[src/sv/mmtt_pkg.sv]
// ----------------------------------------------------------------------------
// mmtt_pkg
// Shared types and constants of the multichannel minute toggle timer.
// ----------------------------------------------------------------------------
package mmtt_pkg;

   localparam int OUT_W      = 16;
   localparam int DUR_W      = 16;
   localparam int PRESCALE_W = 16;
   localparam int PERIOD_W   = 8;
   localparam int CHAN_W     = 4;
   localparam int CSR_IDX_W  = 1;

   localparam logic [CSR_IDX_W-1:0] REG_PRESCALE_LIMIT     = 1'd0;
   localparam logic [CSR_IDX_W-1:0] REG_SECONDS_PER_PERIOD = 1'd1;

   localparam logic [PRESCALE_W-1:0] PRESCALE_RESET = 16'd30;
   localparam logic [PERIOD_W-1:0]   PERIOD_RESET   = 8'd60;

   localparam logic MODE_TICK  = 1'b0;
   localparam logic MODE_WRITE = 1'b1;

   localparam logic LEVEL_LOW  = 1'b0;
   localparam logic LEVEL_HIGH = 1'b1;

   typedef enum logic [1:0] {
      ST_IDLE,
      ST_SWEEP,
      ST_WAIT
   } state_type;

endpackage

[src/sv/multichannel_minute_toggle_timer.sv]
// ----------------------------------------------------------------------------
// multichannel_minute_toggle_timer
// Prescaled tick counter driving a per-channel slow toggle timer whose
// counters and durations live in synchronous memories.
// Without a period end the result is registered directly, or via ST_WAIT if the output stalls.
// A period end sweeps all channels, one memory entry per cycle, in
// ST_SWEEP; the result is then registered from ST_WAIT.
// Throughput: one request per cycle without period end while the output is
// free; no request is taken during a sweep and the wait that follows it.
// Reset clears levels directly, and counters and tables at once through valid bits.
// ----------------------------------------------------------------------------
module multichannel_minute_toggle_timer
   import mmtt_pkg::*;
#(
   parameter int CHANNELS = 16
) (
   input  logic                  clock,
   input  logic                  reset,

   input  logic                  req_tvalid,
   output logic                  req_tready,
   input  logic [23:0]           req_tdata,   // channel[3:0], duration[19:4], zero[23:20]
   input  logic [1:0]            req_tuser,   // mode[0], level_select[1]

   output logic                  rsp_tvalid,
   input  logic                  rsp_tready,
   output logic [OUT_W-1:0]      rsp_tdata,   // outputs[15:0]
   output logic                  rsp_tuser,   // period_strobe[0]

   input  logic                  csr_valid,
   output logic                  csr_ready,
   input  logic [CSR_IDX_W-1:0]  csr_index,
   input  logic [PRESCALE_W-1:0] csr_data
);

   localparam int CH_W  = (CHANNELS > 1) ? $clog2(CHANNELS) : 1;
   localparam int CNT_W = CH_W + 1;
   localparam int LW    = (CHANNELS > OUT_W) ? CHANNELS : OUT_W;

   logic [CHAN_W-1:0] req_channel;
   logic [DUR_W-1:0]  req_duration;
   logic              req_mode;
   logic              req_level_select;
   logic              req_fire;

   assign req_channel      = req_tdata[3:0];
   assign req_duration     = req_tdata[19:4];
   assign req_mode         = req_tuser[0];
   assign req_level_select = req_tuser[1];

   // configuration
   logic [PRESCALE_W-1:0] prescale_ff;
   logic [PERIOD_W-1:0]   period_ff;

   assign csr_ready = 1'b1;

   always_ff @(posedge clock) begin
      if (reset) begin
         prescale_ff <= PRESCALE_RESET;
         period_ff   <= PERIOD_RESET;
      end else if (csr_valid) begin
         case (csr_index)
            REG_PRESCALE_LIMIT:     prescale_ff <= csr_data;
            REG_SECONDS_PER_PERIOD: period_ff   <= csr_data[PERIOD_W-1:0];
            default: ;
         endcase
      end
   end

   // control state
   state_type            state_ff, state_in;
   logic [PRESCALE_W-1:0] tick_ff, tick_in;
   logic [PERIOD_W-1:0]  sec_ff, sec_in;
   logic [CHANNELS-1:0]  level_ff, level_in;
   logic [CNT_W-1:0]     rd_cnt_ff, rd_cnt_in;
   logic                 proc_valid_ff;
   logic [CH_W-1:0]      proc_idx_ff;
   logic                 pend_strobe_ff, pend_strobe_in;
   logic                 rsp_valid_ff;
   logic [OUT_W-1:0]     rsp_out_ff;
   logic                 rsp_strobe_ff;

   // memories and their valid bits
   logic [DUR_W-1:0]    cnt_mem [CHANNELS];
   logic [2*DUR_W-1:0]  dur_mem [CHANNELS];
   logic [CHANNELS-1:0] cnt_vld_ff, dur_vld_lo_ff, dur_vld_hi_ff;
   logic [DUR_W-1:0]    cnt_rd_ff;
   logic [2*DUR_W-1:0]  dur_rd_ff;
   logic                rd_v_cnt_ff, rd_v_lo_ff, rd_v_hi_ff;

   // tick path
   logic [PRESCALE_W-1:0] tick_inc;
   logic [PERIOD_W-1:0]   sec_inc;
   logic                  second_end;
   logic                  period_end;

   assign tick_inc   = tick_ff + 1'b1;
   assign sec_inc    = sec_ff + 1'b1;
   assign second_end = tick_inc > prescale_ff;
   assign period_end = second_end && (sec_inc >= period_ff);

   // table write
   logic            dur_we_lo, dur_we_hi;
   logic [CH_W-1:0] wr_addr;

   assign wr_addr   = CH_W'(req_channel);
   assign dur_we_lo = req_fire && (req_mode == MODE_WRITE) &&
                      (32'(req_channel) < CHANNELS) && (req_level_select == LEVEL_LOW);
   assign dur_we_hi = req_fire && (req_mode == MODE_WRITE) &&
                      (32'(req_channel) < CHANNELS) && (req_level_select == LEVEL_HIGH);

   // sweep read side
   logic            rd_issue;
   logic [CH_W-1:0] rd_addr;

   assign rd_issue = (state_ff == ST_SWEEP) && (rd_cnt_ff != CNT_W'(CHANNELS));
   assign rd_addr  = rd_cnt_ff[CH_W-1:0];

   // sweep modify side
   logic [DUR_W-1:0] cnt_cur, dur_low, dur_high, cnt_new;
   logic             lvl_cur, toggle;

   always_comb begin
      cnt_cur  = rd_v_cnt_ff ? cnt_rd_ff : '0;
      dur_low  = rd_v_lo_ff ? dur_rd_ff[DUR_W-1:0] : '0;
      dur_high = rd_v_hi_ff ? dur_rd_ff[2*DUR_W-1:DUR_W] : '0;
      lvl_cur  = level_ff[proc_idx_ff];
      if (cnt_cur != '0) begin
         cnt_new = cnt_cur - 1'b1;
         toggle  = 1'b0;
      end else begin
         cnt_new = lvl_cur ? dur_low : dur_high;
         toggle  = 1'b1;
      end
      level_in = level_ff;
      if (proc_valid_ff && toggle) begin
         level_in[proc_idx_ff] = ~lvl_cur;
      end
   end

   // output register
   logic out_free;
   logic load_rsp;
   logic load_strobe;

   assign out_free = !rsp_valid_ff || rsp_tready;

   assign req_tready = (state_ff == ST_IDLE);
   assign req_fire   = req_tvalid && req_tready;

   always_comb begin
      state_in       = state_ff;
      load_rsp       = 1'b0;
      load_strobe    = 1'b0;
      pend_strobe_in = pend_strobe_ff;
      tick_in        = tick_ff;
      sec_in         = sec_ff;
      rd_cnt_in      = rd_cnt_ff;
      case (state_ff)
         ST_IDLE: begin
            if (req_fire) begin
               if (req_mode == MODE_TICK) begin
                  tick_in = second_end ? '0 : tick_inc;
                  if (second_end) begin
                     sec_in = period_end ? '0 : sec_inc;
                  end
               end
               rd_cnt_in = '0;
               if ((req_mode == MODE_TICK) && period_end) begin
                  state_in       = ST_SWEEP;
                  pend_strobe_in = 1'b1;
               end else if (out_free) begin
                  load_rsp = 1'b1;
               end else begin
                  state_in       = ST_WAIT;
                  pend_strobe_in = 1'b0;
               end
            end
         end
         ST_SWEEP: begin
            if (rd_issue) begin
               rd_cnt_in = rd_cnt_ff + 1'b1;
            end else if (proc_valid_ff) begin
               state_in = ST_WAIT;
            end
         end
         ST_WAIT: begin
            if (out_free) begin
               load_rsp    = 1'b1;
               load_strobe = pend_strobe_ff;
               state_in    = ST_IDLE;
            end
         end
         default: state_in = ST_IDLE;
      endcase
   end

   always_ff @(posedge clock) begin
      if (reset) begin
         state_ff       <= ST_IDLE;
         tick_ff        <= '0;
         sec_ff         <= '0;
         level_ff       <= '0;
         rd_cnt_ff      <= '0;
         proc_valid_ff  <= 1'b0;
         pend_strobe_ff <= 1'b0;
         rsp_valid_ff   <= 1'b0;
         cnt_vld_ff     <= '0;
         dur_vld_lo_ff  <= '0;
         dur_vld_hi_ff  <= '0;
      end else begin
         state_ff       <= state_in;
         tick_ff        <= tick_in;
         sec_ff         <= sec_in;
         level_ff       <= level_in;
         rd_cnt_ff      <= rd_cnt_in;
         proc_valid_ff  <= rd_issue;
         pend_strobe_ff <= pend_strobe_in;
         if (load_rsp) begin
            rsp_valid_ff <= 1'b1;
         end else if (rsp_tready) begin
            rsp_valid_ff <= 1'b0;
         end
         if (proc_valid_ff) begin
            cnt_vld_ff[proc_idx_ff] <= 1'b1;
         end
         if (dur_we_lo) begin
            dur_vld_lo_ff[wr_addr] <= 1'b1;
         end
         if (dur_we_hi) begin
            dur_vld_hi_ff[wr_addr] <= 1'b1;
         end
      end
   end

   logic [LW-1:0] level_wide;
   assign level_wide = LW'(level_in);

   always_ff @(posedge clock) begin
      proc_idx_ff <= rd_addr;
      if (load_rsp) begin
         rsp_out_ff    <= level_wide[OUT_W-1:0];
         rsp_strobe_ff <= load_strobe;
      end
   end

   // counter memory
   always_ff @(posedge clock) begin
      if (proc_valid_ff) begin
         cnt_mem[proc_idx_ff] <= cnt_new;
      end
      if (rd_issue) begin
         cnt_rd_ff   <= cnt_mem[rd_addr];
         rd_v_cnt_ff <= cnt_vld_ff[rd_addr];
      end
   end

   // duration memory, low half and high half written separately
   always_ff @(posedge clock) begin
      if (dur_we_lo) begin
         dur_mem[wr_addr][DUR_W-1:0] <= req_duration;
      end
      if (dur_we_hi) begin
         dur_mem[wr_addr][2*DUR_W-1:DUR_W] <= req_duration;
      end
      if (rd_issue) begin
         dur_rd_ff  <= dur_mem[rd_addr];
         rd_v_lo_ff <= dur_vld_lo_ff[rd_addr];
         rd_v_hi_ff <= dur_vld_hi_ff[rd_addr];
      end
   end

   assign rsp_tvalid = rsp_valid_ff;
   assign rsp_tdata  = rsp_out_ff;
   assign rsp_tuser  = rsp_strobe_ff;

   // checks
   a_level_only_in_sweep: assert property (@(posedge clock) disable iff (reset)
      (level_ff != $past(level_ff)) |-> ($past(state_ff) == ST_SWEEP))
      else $error("channel levels changed outside a sweep");

   a_proc_in_sweep: assert property (@(posedge clock) disable iff (reset)
      proc_valid_ff |-> (state_ff == ST_SWEEP))
      else $error("channel update outside a sweep");

   a_strobe_after_sweep: assert property (@(posedge clock) disable iff (reset)
      (load_rsp && load_strobe) |-> (pend_strobe_ff && (state_ff == ST_WAIT)))
      else $error("period strobe without a finished sweep");

   a_sweep_bound: assert property (@(posedge clock) disable iff (reset)
      (state_ff == ST_SWEEP) |-> (rd_cnt_ff <= CNT_W'(CHANNELS)))
      else $error("sweep index ran past the channel count");

endmodule
[config.mk]
export PLATFORM = sky130hd
export DESIGN_NAME = multichannel_minute_toggle_timer
export DESIGN_NICKNAME = d
export VERILOG_FILES = /design/src/sv/mmtt_pkg.sv /design/src/sv/multichannel_minute_toggle_timer.sv
export SDC_FILE = /design/constraint.sdc
export NUM_CORES = 1
export LEC_CHECK = 0
export CORE_UTILIZATION = 60
export DETAILED_ROUTE_END_ITERATION = 8
export DONT_BUFFER_PORTS = 1
export GPL_TIMING_DRIVEN = 0
export HOLD_SLACK_MARGIN = 0.03
export MAX_ROUTING_LAYER = met4
export PLACE_DENSITY = 0.82
export SLEW_MARGIN = 40
export SYNTH_ARGS = -nofsm -noshare
export SYNTH_HDL_FRONTEND = slang
export SYNTH_SLANG_ARGS = --single-unit
[constraint.sdc]
create_clock -name clock -period 12.6 [get_ports clock]
set_input_delay 2.52 -clock clock [delete_from_list [all_inputs] [get_ports clock]]
set_output_delay 2.52 -clock clock [all_outputs]
set_load 0.1 [all_outputs]
# Yosys cells after proc, flatten, opt, wreduce, memory -nomap -nowiden
# Memories as Yosys holds them, arrays and structs flattened. A register that Yosys moved wholly into a read port is not among the register bits.
# Cells that the tools add are included.
# totals
regBits	146
mem_bits_rw	768
inputBits	48
output_inout_bits	20
elab_cells	117
mem_count	2
# op_classes
add_sub_neg	4
order_cmp	7
eq_ne	9
muxes	46
bitwise_logic	7
n_reduce_logical	23
# memory_table
memory	depth	word_bits	rd	rd_ports_with_merged_regs	wr	line_no	source
dur_mem	16	32	1	1	1	multichannel_minute_toggle_timer.sv:85	logic [2*DUR_W-1:0] dur_mem [CHANNELS];
cnt_mem	16	16	1	1	1	multichannel_minute_toggle_timer.sv:84	logic [DUR_W-1:0] cnt_mem [CHANNELS];
# op_table
cell	n
$mux W16	7
$or A16 B16 Y16	3
$mux W1	20
$add A16 B1 Y16 const B	1
$bmux W1 S4	4
$bwmux W16	1
$gt A16 B16 Y1	1
$reduce_bool A16 Y1	1
$sub A16 B1 Y16 const B	1
$lt A4 B5 Y1 const B	3
$mux W2	6
$logic_and A1 B1 Y1	10
$mux W5	2
$pmux W5 S2	1
$add A8 B1 Y8 const B	1
$demux W1 S4	2
$ge A4 B1 Y1 const B	2
$ge A8 B8 Y1	1
$mux W8	1
$ne A2 B2 Y1 const B	4
$pmux W2 S3	1
$reduce_and A2 Y1	3
$reduce_and A3 Y1	2
$add A5 B1 Y5 const B	1
other kinds (13)	17

# Logic depth before layout (Yosys ltp)
# Gate-level depths: netlist (run 1).
# logic_depth
depth_word	8
mapped_depth	14
ltp_nobuf	13

# Worst setup path before layout (run 1)
# OpenSTA, ideal clock, no wires.
# synth_timing
kind	input to register
start	input port req_tvalid
end	memory dur_mem[0][0] (netlist bit) (enable)
arrival_time_ns	4.801
required_ns	12.165
path_slack_ns	7.364
path_stages	3
path_buffers	0
cell_sequence	nor3b_2 nand3b_1 nor4_1
# synth_between
elab_chain_cells	5
# synth_rtl
item	line_no	source
from (decl)	multichannel_minute_toggle_timer.sv:20	input logic req_tvalid,
$logic_and A1 B1 Y1	multichannel_minute_toggle_timer.sv:149	assign req_fire = req_tvalid && req_tready;
$logic_and A1 B1 Y1	multichannel_minute_toggle_timer.sv:107	assign dur_we_lo = req_fire && (req_mode == MODE_WRITE) &&
$logic_and A1 B1 Y1	multichannel_minute_toggle_timer.sv:108	(32'(req_channel) < CHANNELS) && (req_level_select == LEVEL_LOW);
$mux W1	multichannel_minute_toggle_timer.sv:260	if (dur_we_lo) begin
$mux W1 (not written as such)	multichannel_minute_toggle_timer.sv:261	dur_mem[wr_addr][DUR_W-1:0] <= req_duration;
to (decl)	multichannel_minute_toggle_timer.sv:85	
# Every way passes these cells.

# Worst setup path after layout (run 1)
# layout_timing
start	input port req_tvalid
end	memory dur_mem[11][3] (netlist bit) (enable)
# The elaborated chain is that of the path after synthesis.

==> results.md, run 1 <==
- Flop2flop setup slack: approximately 8.5 ns
- Timing-limited maximum frequency: slightly below 0.2 GHz
- Endpoint kind of the worst setup timing path: register
- Growth of design area from synthesis to finish: 14.41%
- TritonCTS Buffers: 90
- Detailed-placement wirelength estimate: 60,490 um
- EDFF count, synth: 836
- Std-Cell Core Area: 61,940 um2
- Asr flop ratio synth: 0%
- Post-CTS Hold Buffers: 0
- Starting Density: between 60 and 70%
- Max-Cap Viols: 0
- Worst-skew pair later-pin latency: roughly 0.64 ns
- Detailed-route via count: 20,380
- Worst-case setup margin in the final layout: roughly 7.4 ns
- Predominant post-synthesis flop cell: edfxtp_1
- Vertical die dimension: about 250 um
- Arithmetic-cell share of the synthesized area counting full adders, half adders and majority gates: less than 1%
- Total of warnings raised by yosys: 0
- Syn avg cell area: 19.40 um2
- Cell type with the highest aggregate area in the netlist: edfxtp_1
- Worst-path clk slew: 0.06 ns
- Largest fanout of any net on the critical path: 10
- Unrepaired setup endpoints after global routing: no
- Compound-gate portion of the synthesized area: ~2.5%
- Port buffer count: 0
- Tmin final: ~5.2 ns
- Leakage dissipation: ~0.014 uW
- Maximum number of buffers from clock root to sink: 3
- Router iterations before antenna repair: 9
- Worst Tran Pin Value: between 0.8 and 0.9 ns
- Final #Nets: 2,211
- Via count of the first global-routing pass: around 21,000
- Final WL: around 94,000 um
- # clock sinks: ~960
- First-pass GRT wire length: 137,700 um
- Share of synthesized area occupied by flip-flops and latches: 73.31%
- Layout Skew: between 0.02 and 0.025 ns
- Startpoint types: primary input
- Via-to-Cell Ratio: ~6.7
- Placer congestion estimate: a little over 0.9
- Most common cell after layout, fill and taps aside: edfxtp_1
- Post-route setup TNS: 0 ns
- Share of layout cells above drive strength 1: between 20% and 30%
- Xor and xnor area share after synthesis: 0.9761%
- Fin. Hold Viols: 0
- DRC violations left: 1
- Detail-routed net length per standard cell: between 30 and 40 um
- Total gr overflow: 0
- IO Count: 68
- Clk root buf: clkbuf_16
- Post-synth net total: 2,021
- Initial antenna violation count: 1
- Mux share of post-synthesis cell area: between 10% and 20%
- Maximum number of pins on one net before global-route repair: 33
- Count of antenna-violating nets left after detailed routing: 0
- Dominant combinational cell family by area after synthesis: multiplexers
- Outcome: complete, but fails checks
- Number of setup buffers added after CTS: 0
- Max H-tree Level: 3
- Arrival time worst endpoint: 5.53 ns
- Simple-gate share of the synthesized area: under 10%
- Gr usage total: between 30% and 40%
- Initial DRC Count: around 2,700
- Final standard cell utilization of the core: approximately 70%
- # setup viols final: 0
- Cell Pwr Density: 144.1 nW/um2
- Synthesized area: 37,690 um2
- Path type of the worst min-delay path: reg2reg
- Required time of the critical path: between 10 and 15 ns
- Cell row count: between 90 and 100
- Area of the die: between 60,000 and 70,000 um2
- Violated checks: design-rule violations
- Share of the clock period used by the worst path after layout: 41.30%
- VDD IR max: 0.1477 mV
- Number of resized instances in the post-cts repair step: 0
- Number of pins with negative max-slew slack in the final report: 0
- Worst slew margin relative to its limit: ~40%
- Synth top area share: between 60% and 70%
- Number of distinct standard cells referenced by the synthesized netlist: 68
- Flip-flop and latch count after synthesis: 962
- Post-placement setup slack: around 7 ns
- Gate Count Post-Synth: a little under 2,000
- Die Width: approximately 250 um
- Highest-count cells in the layout ignoring fill and taps: edfxtp_1 (836), mux4_2 (259), dfxtp_1 (125)
- Leading post-synthesis cells by cell area: edfxtp_1 (67%), mux4_2 (15%), dfxtp_1 (6.7%), nor2_1 (1.3%), ha_1 (1.0%)
- WS Path Type: in2reg
- CTS tree: built
==> cells in the mapped netlist, types with 24 or more instances <==
cell type and count:
clkbuf_1 64, nand3_1 27, nor3_1 24, dfxtp_1 126, edfxtp_1 836, nand2_1 88
nor2_1 126, a21oi_1 39, ha_1 30, mux4_2 259, inv_1 33, o21a_1 24
==> report_power, final <==
part / total [uW] / switching [uW] / internal [uW]
logic: 79.9 / 55.4 / 24.5
registers: 3480 / 23.5 / 3460
clock network: 2650 / 1150 / 1500
==> sequential cells by signal, summed over array words and instances, names as in the netlist, 2 cells and up <==
signal,cells
state_ff,2
dur_rd_ff,32
level_ff,16
rd_cnt_ff,5
cnt_mem,256
proc_idx_ff,4
tick_ff,16
dur_mem,512
rsp_tdata,16
prescale_ff,16
period_ff,8
dur_vld_lo_ff,16
dur_vld_hi_ff,16
sec_ff,8
cnt_vld_ff,16
cnt_rd_ff,16
==> layout make-up <==
type / instances / area, um2
well taps: 837 / 1047
diodes: 1 / 2.502
repair buffers: 98 / 1140
clock inverters: 46 / 411.6
flip-flops and latches: 962 / 27630
plain buffers: 100 / 478.0
fillers: 3555 / 18820
multi-input cells: 847 / 9846
inverters: 34 / 127.6
clock buffers: 120 / 2437
==> critical path, stage by stage <==
cell and delay (ns):
nor3b_2 0.70, nand3b_1 0.56, clkbuf_1 0.44, nor3_2 0.76, buf_4 0.31, buf_2 0.22
==> through the flow <==
stage	total power (uW)	cells	hold WS [ns]	instance area, um2
finish	6212	3045	0.3690	43120
global route	6348	3045	0.3698	43120
CTS	6227	3043	0.3653	43080
detailed placement	3628	2877	0.3483	40230
global placement	3609	2780	0.3403	38730
floorplan	3596	1943	0.3290	37690
==> cell families (layout without fill, tap and decap cells) <==
| logic type | count (synthesis) | count (layout) |
|---|---|---|
| flops | 962 | 962 |
| xor+xnor | 42 | 42 |
| buf+inv | 134 | 398 |
| compound gates | 134 | 134 |
| fa+ha+maj | 30 | 30 |
| simple gates | 361 | 361 |
| other cells | 1 | 2 |
| mux | 279 | 279 |
==> metal layers <==
metal	global-route usage [%]	part of all wire [%]
met5	-	0
met1	39.25	35
met2	50.89	50
met4	11.53	4.2
met3	6.550	10
==> final timing paths <==
| check | start | end | depth (start not counted) |
|---|---|---|---|
| setup reg to reg | tick_ff[0] | rsp_tdata[2] | 13 |
| setup / recovery | req_tvalid | dur_mem[11][3] | 6 |
| hold reg to reg | rd_cnt_ff[3] | proc_idx_ff[3] | 0 |
| hold / removal | rd_cnt_ff[3] | proc_idx_ff[3] | 0 |
Note: power is estimated with default switching activity, not from simulation.
==> run 2, diff against run 1 <==
Clock period 12.6 ns to 4.8 ns, I/O delays scaled along.
==> run 2 against run 1 <==
  * The run now ends clean
  * Clock-buffer cell count unchanged
  * Global-route usage about the same
  * Flip-flop and latch count unchanged
  * Critical path type is now reg2reg
==> results.md, run 2 (synthesis gave the netlist of run 1 again) <==
- Outcome: completed (was complete, but fails checks)
- Growth of design area from synthesis to finish: 14.41% (unchanged)
- Worst-case setup margin in the final layout: 0.6707 ns (was 7.396 ns)
- Clk root buf: clkbuf_16 (unchanged)
- Max H-tree Level: 3 (unchanged)
- Total gr overflow: 0 (unchanged)
- Final standard cell utilization of the core: 69.61% (unchanged)
- Flop2flop setup slack: 0.67 ns (was 8.49 ns)
- Detailed-placement wirelength estimate: 60,490 um (unchanged)
- Largest Register: dur_mem (unchanged)
- Final worst hold slack: 0.3695 ns (was 0.3690 ns)
- Worst slew margin relative to its limit: 39.36% (was 40.13%)
- Number of fill cells: 3,555 (unchanged)
- Maximum number of pins on one net before global-route repair: 33 (unchanged)
- Post-route total power: 16,310 uW (was 6212 uW)
- Number of setup buffers added after CTS: 0 (unchanged)
- Path type of the worst min-delay path: reg2reg (unchanged)
- CTS tree: built (unchanged)
- Via count of the first global-routing pass: 20,690 (was 20,740)
- Cell Pwr Density: 378.3 nW/um2 (was 144.1 nW/um2)
- First-pass GRT wire length: 137,800 um (was 137,700 um)
- Crit Reg-Reg Endpoint: rsp_tdata[2] (unchanged)
- Maximum number of buffers from clock root to sink: 3 (unchanged)
- Final WL: 94,120 um (was 94,150 um)
- Placer congestion estimate: 0.9159 (unchanged)
- Startpoint types: register (was primary input)
- Port buffer count: 0 (unchanged)
- Final #Nets: 2,211 (unchanged)
- Vertical die dimension: 252.6 um (unchanged)
- Share of the clock period used by the worst path after layout: about 86%
- Std-Cell Core Area: 61,940 um2 (unchanged)
- Endpoint of the worst hold-timing path: proc_idx_ff[2] (was proc_idx_ff[3])
- Detail-routed net length per standard cell: 30.91 um (was 30.92 um)
- Largest fanout of any net on the critical path: 12 (was 10)
- IO Count: 68 (unchanged)
- Cell row count: 91 (unchanged)
- CP bufs+invs: 1 (was 3)
- # clock sinks: 962 (unchanged)
- VDD IR max: 0.3882 mV (was 0.1477 mV)
- Die Width: 252.6 um (unchanged)
- Highest-count cells in the layout ignoring fill and taps: edfxtp_1 (836), mux4_2 (259), dfxtp_1 (125) (unchanged)
- Starting Density: 60.84% (unchanged)
- Required time of the critical path: 5.14 ns (was 12.93 ns)
- Initial DRC Count: 2,659 (was 2,724)
- Worst-path clk slew: 0.06 ns (about the same)
- Gr usage total: 31.33% (was 31.32%)
- Post-CTS Hold Buffers: 0 (unchanged)
- Tmin final: 4.129 ns
- TritonCTS Buffers: 90 (unchanged)
- Startpoint of the worst hold path: rd_cnt_ff[2] (was rd_cnt_ff[3])
- Count of antenna-violating nets left after detailed routing: 0 (unchanged)
- Unrepaired setup endpoints after global routing: no (unchanged)
- Number of resized instances in the post-cts repair step: 0 (unchanged)
- Critical-path cell with the highest stage delay: a2111o_1 (was nor3_2)
- Area of the die: 63,820 um2 (unchanged)
- Endpoint kind of the worst setup timing path: register (unchanged)
- Worst Tran Pin Value: 0.9096 ns (was 0.8980 ns)
- Worst-skew pair later-pin latency: 0.64 ns (about the same)
- Max incr delay on CP: 0.50 ns (was 0.76 ns)
- Router iterations before antenna repair: 6 (was 9)
- Cell family with most CP delay: simple AND/OR/NAND/NOR gates (unchanged)
- Number of pins with negative max-slew slack in the final report: 0 (unchanged)
- Post-placement setup slack: 0.7396 ns (was 6.980 ns)
- WS Path Type: reg2reg (was in2reg)
- Layout Skew: 0.02379 ns (was 0.02142 ns)
- Detailed-route via count: 20,360 (was 20,380)
- Initial antenna violation count: 1 (unchanged)
- Leakage dissipation: 0.01383 uW (about the same)
- Arrival time worst endpoint: 4.47 ns (was 5.53 ns)
- # setup viols final: 0 (unchanged)
- Timing-limited maximum frequency: ~0.24 GHz
- Crit-path cells: ha_1, and2_1, nand4_1, nor2_1, xor2_1, ha_1, nand4_1, nor2_1, a2111o_1, or3_1, and3_1, o21ai_2, buf_4 (was nor3b_2, nand3b_1, clkbuf_1, nor3_2, buf_4, buf_2)
- DRC violations left: 0 (was 1)
- Max-Cap Viols: 0 (unchanged)
- Fin. Hold Viols: 0 (unchanged)
- Largest registers ranked by flip-flop count: dur_mem: 512 flops, cnt_mem: 256 flops, dur_rd_ff: 32 flops (unchanged)
- Share of layout cells above drive strength 1: 28.14% (unchanged)
- Cell count of the worst hold path: 0 (unchanged)
- Number of flip-flops in the largest register: 512 (unchanged)
- Via-to-Cell Ratio: 6.685 (was 6.694)
- Length in cells of the worst reg-to-reg path: 13 (unchanged)
- R2r startpoint: tick_ff[0] (unchanged)
- Most common cell after layout, fill and taps aside: edfxtp_1 (unchanged)
## run 2: area by class of cell
class / instances / area, um2 / area share, %
Multi-Input combinational cell: 847 / 9846 / 22.83
Inverter: 34 / 127.6 / 0.2960
Timing Repair Buffer: 98 / 1140 / 2.644
Buffer: 100 / 478.0 / 1.108
Clock buffer: 120 / 2437 / 5.653
Antenna cell: 1 / 2.502 / 0.005804
Sequential cell: 962 / 27630 / 64.08
Tap cell: 837 / 1047 / 2.429
Clock inverter: 46 / 411.6 / 0.9547
## run 2: how the worst max path moves through the flow
| stage | start | end | slack [ns] | cells past startpoint |
|---|---|---|---|---|
| global route | tick_ff[0] | rsp_tdata[2] | 0.42 | 13 |
| floorplan | rd_cnt_ff[1] | state_ff[1] | 0.31 | 10 |
| global placement | rd_cnt_ff[1] | rd_cnt_ff[0] | -2.18 | 10 |
| finish | tick_ff[0] | rsp_tdata[2] | 0.67 | 13 |
| CTS | tick_ff[0] | rsp_tdata[2] | 0.78 | 13 |
| detailed placement | req_tvalid | dur_mem[11][6] | 0.74 | 6 |
## run 2: report_power, final
| part | internal, uW | total [uW] | leakage (uW) | switching, uW |
|---|---|---|---|---|
| clock network | 3950 | 6960 | 0.00138 | 3010 |
| logic | 64.3 | 210 | 0.00388 | 145 |
| registers | 9080 | 9140 | 0.00857 | 61.5 |
## run 2: stage by stage
step           area [um2]  TNS [ns]  cells
6_report            43120         0   3045
5_1_grt             43120         0   3045
4_1_cts             43080         0   3043
3_5_place_dp        40230         0   2877
3_3_place_gp        38730   -192.90   2780
2_1_floorplan       37690         0   1943
## run 2: layer usage
| layer | vias to the layer above | global-route usage (%) | wire, um |
|---|---|---|---|
| li1 | 8226 | - | - |
| met1 | 10370 | 39.37 | 33260 |
| met2 | 1456 | 51.04 | 47270 |
| met3 | 309 | 6.488 | 9548 |
| met4 | 0 | 11.17 | 4050 |
| met5 | - | - | 0 |
## run 2: worst register-to-register path: stages (launching register included)
cell      delay [ns]
dfxtp_1         0.40
ha_1            0.28
and2_1          0.18
nand4_1         0.18
nor2_1          0.18
xor2_1          0.19
ha_1            0.27
nand4_1         0.24
nor2_1          0.10
a2111o_1        0.50
or3_1           0.42
and3_1          0.22
o21ai_2         0.37
buf_4           0.28
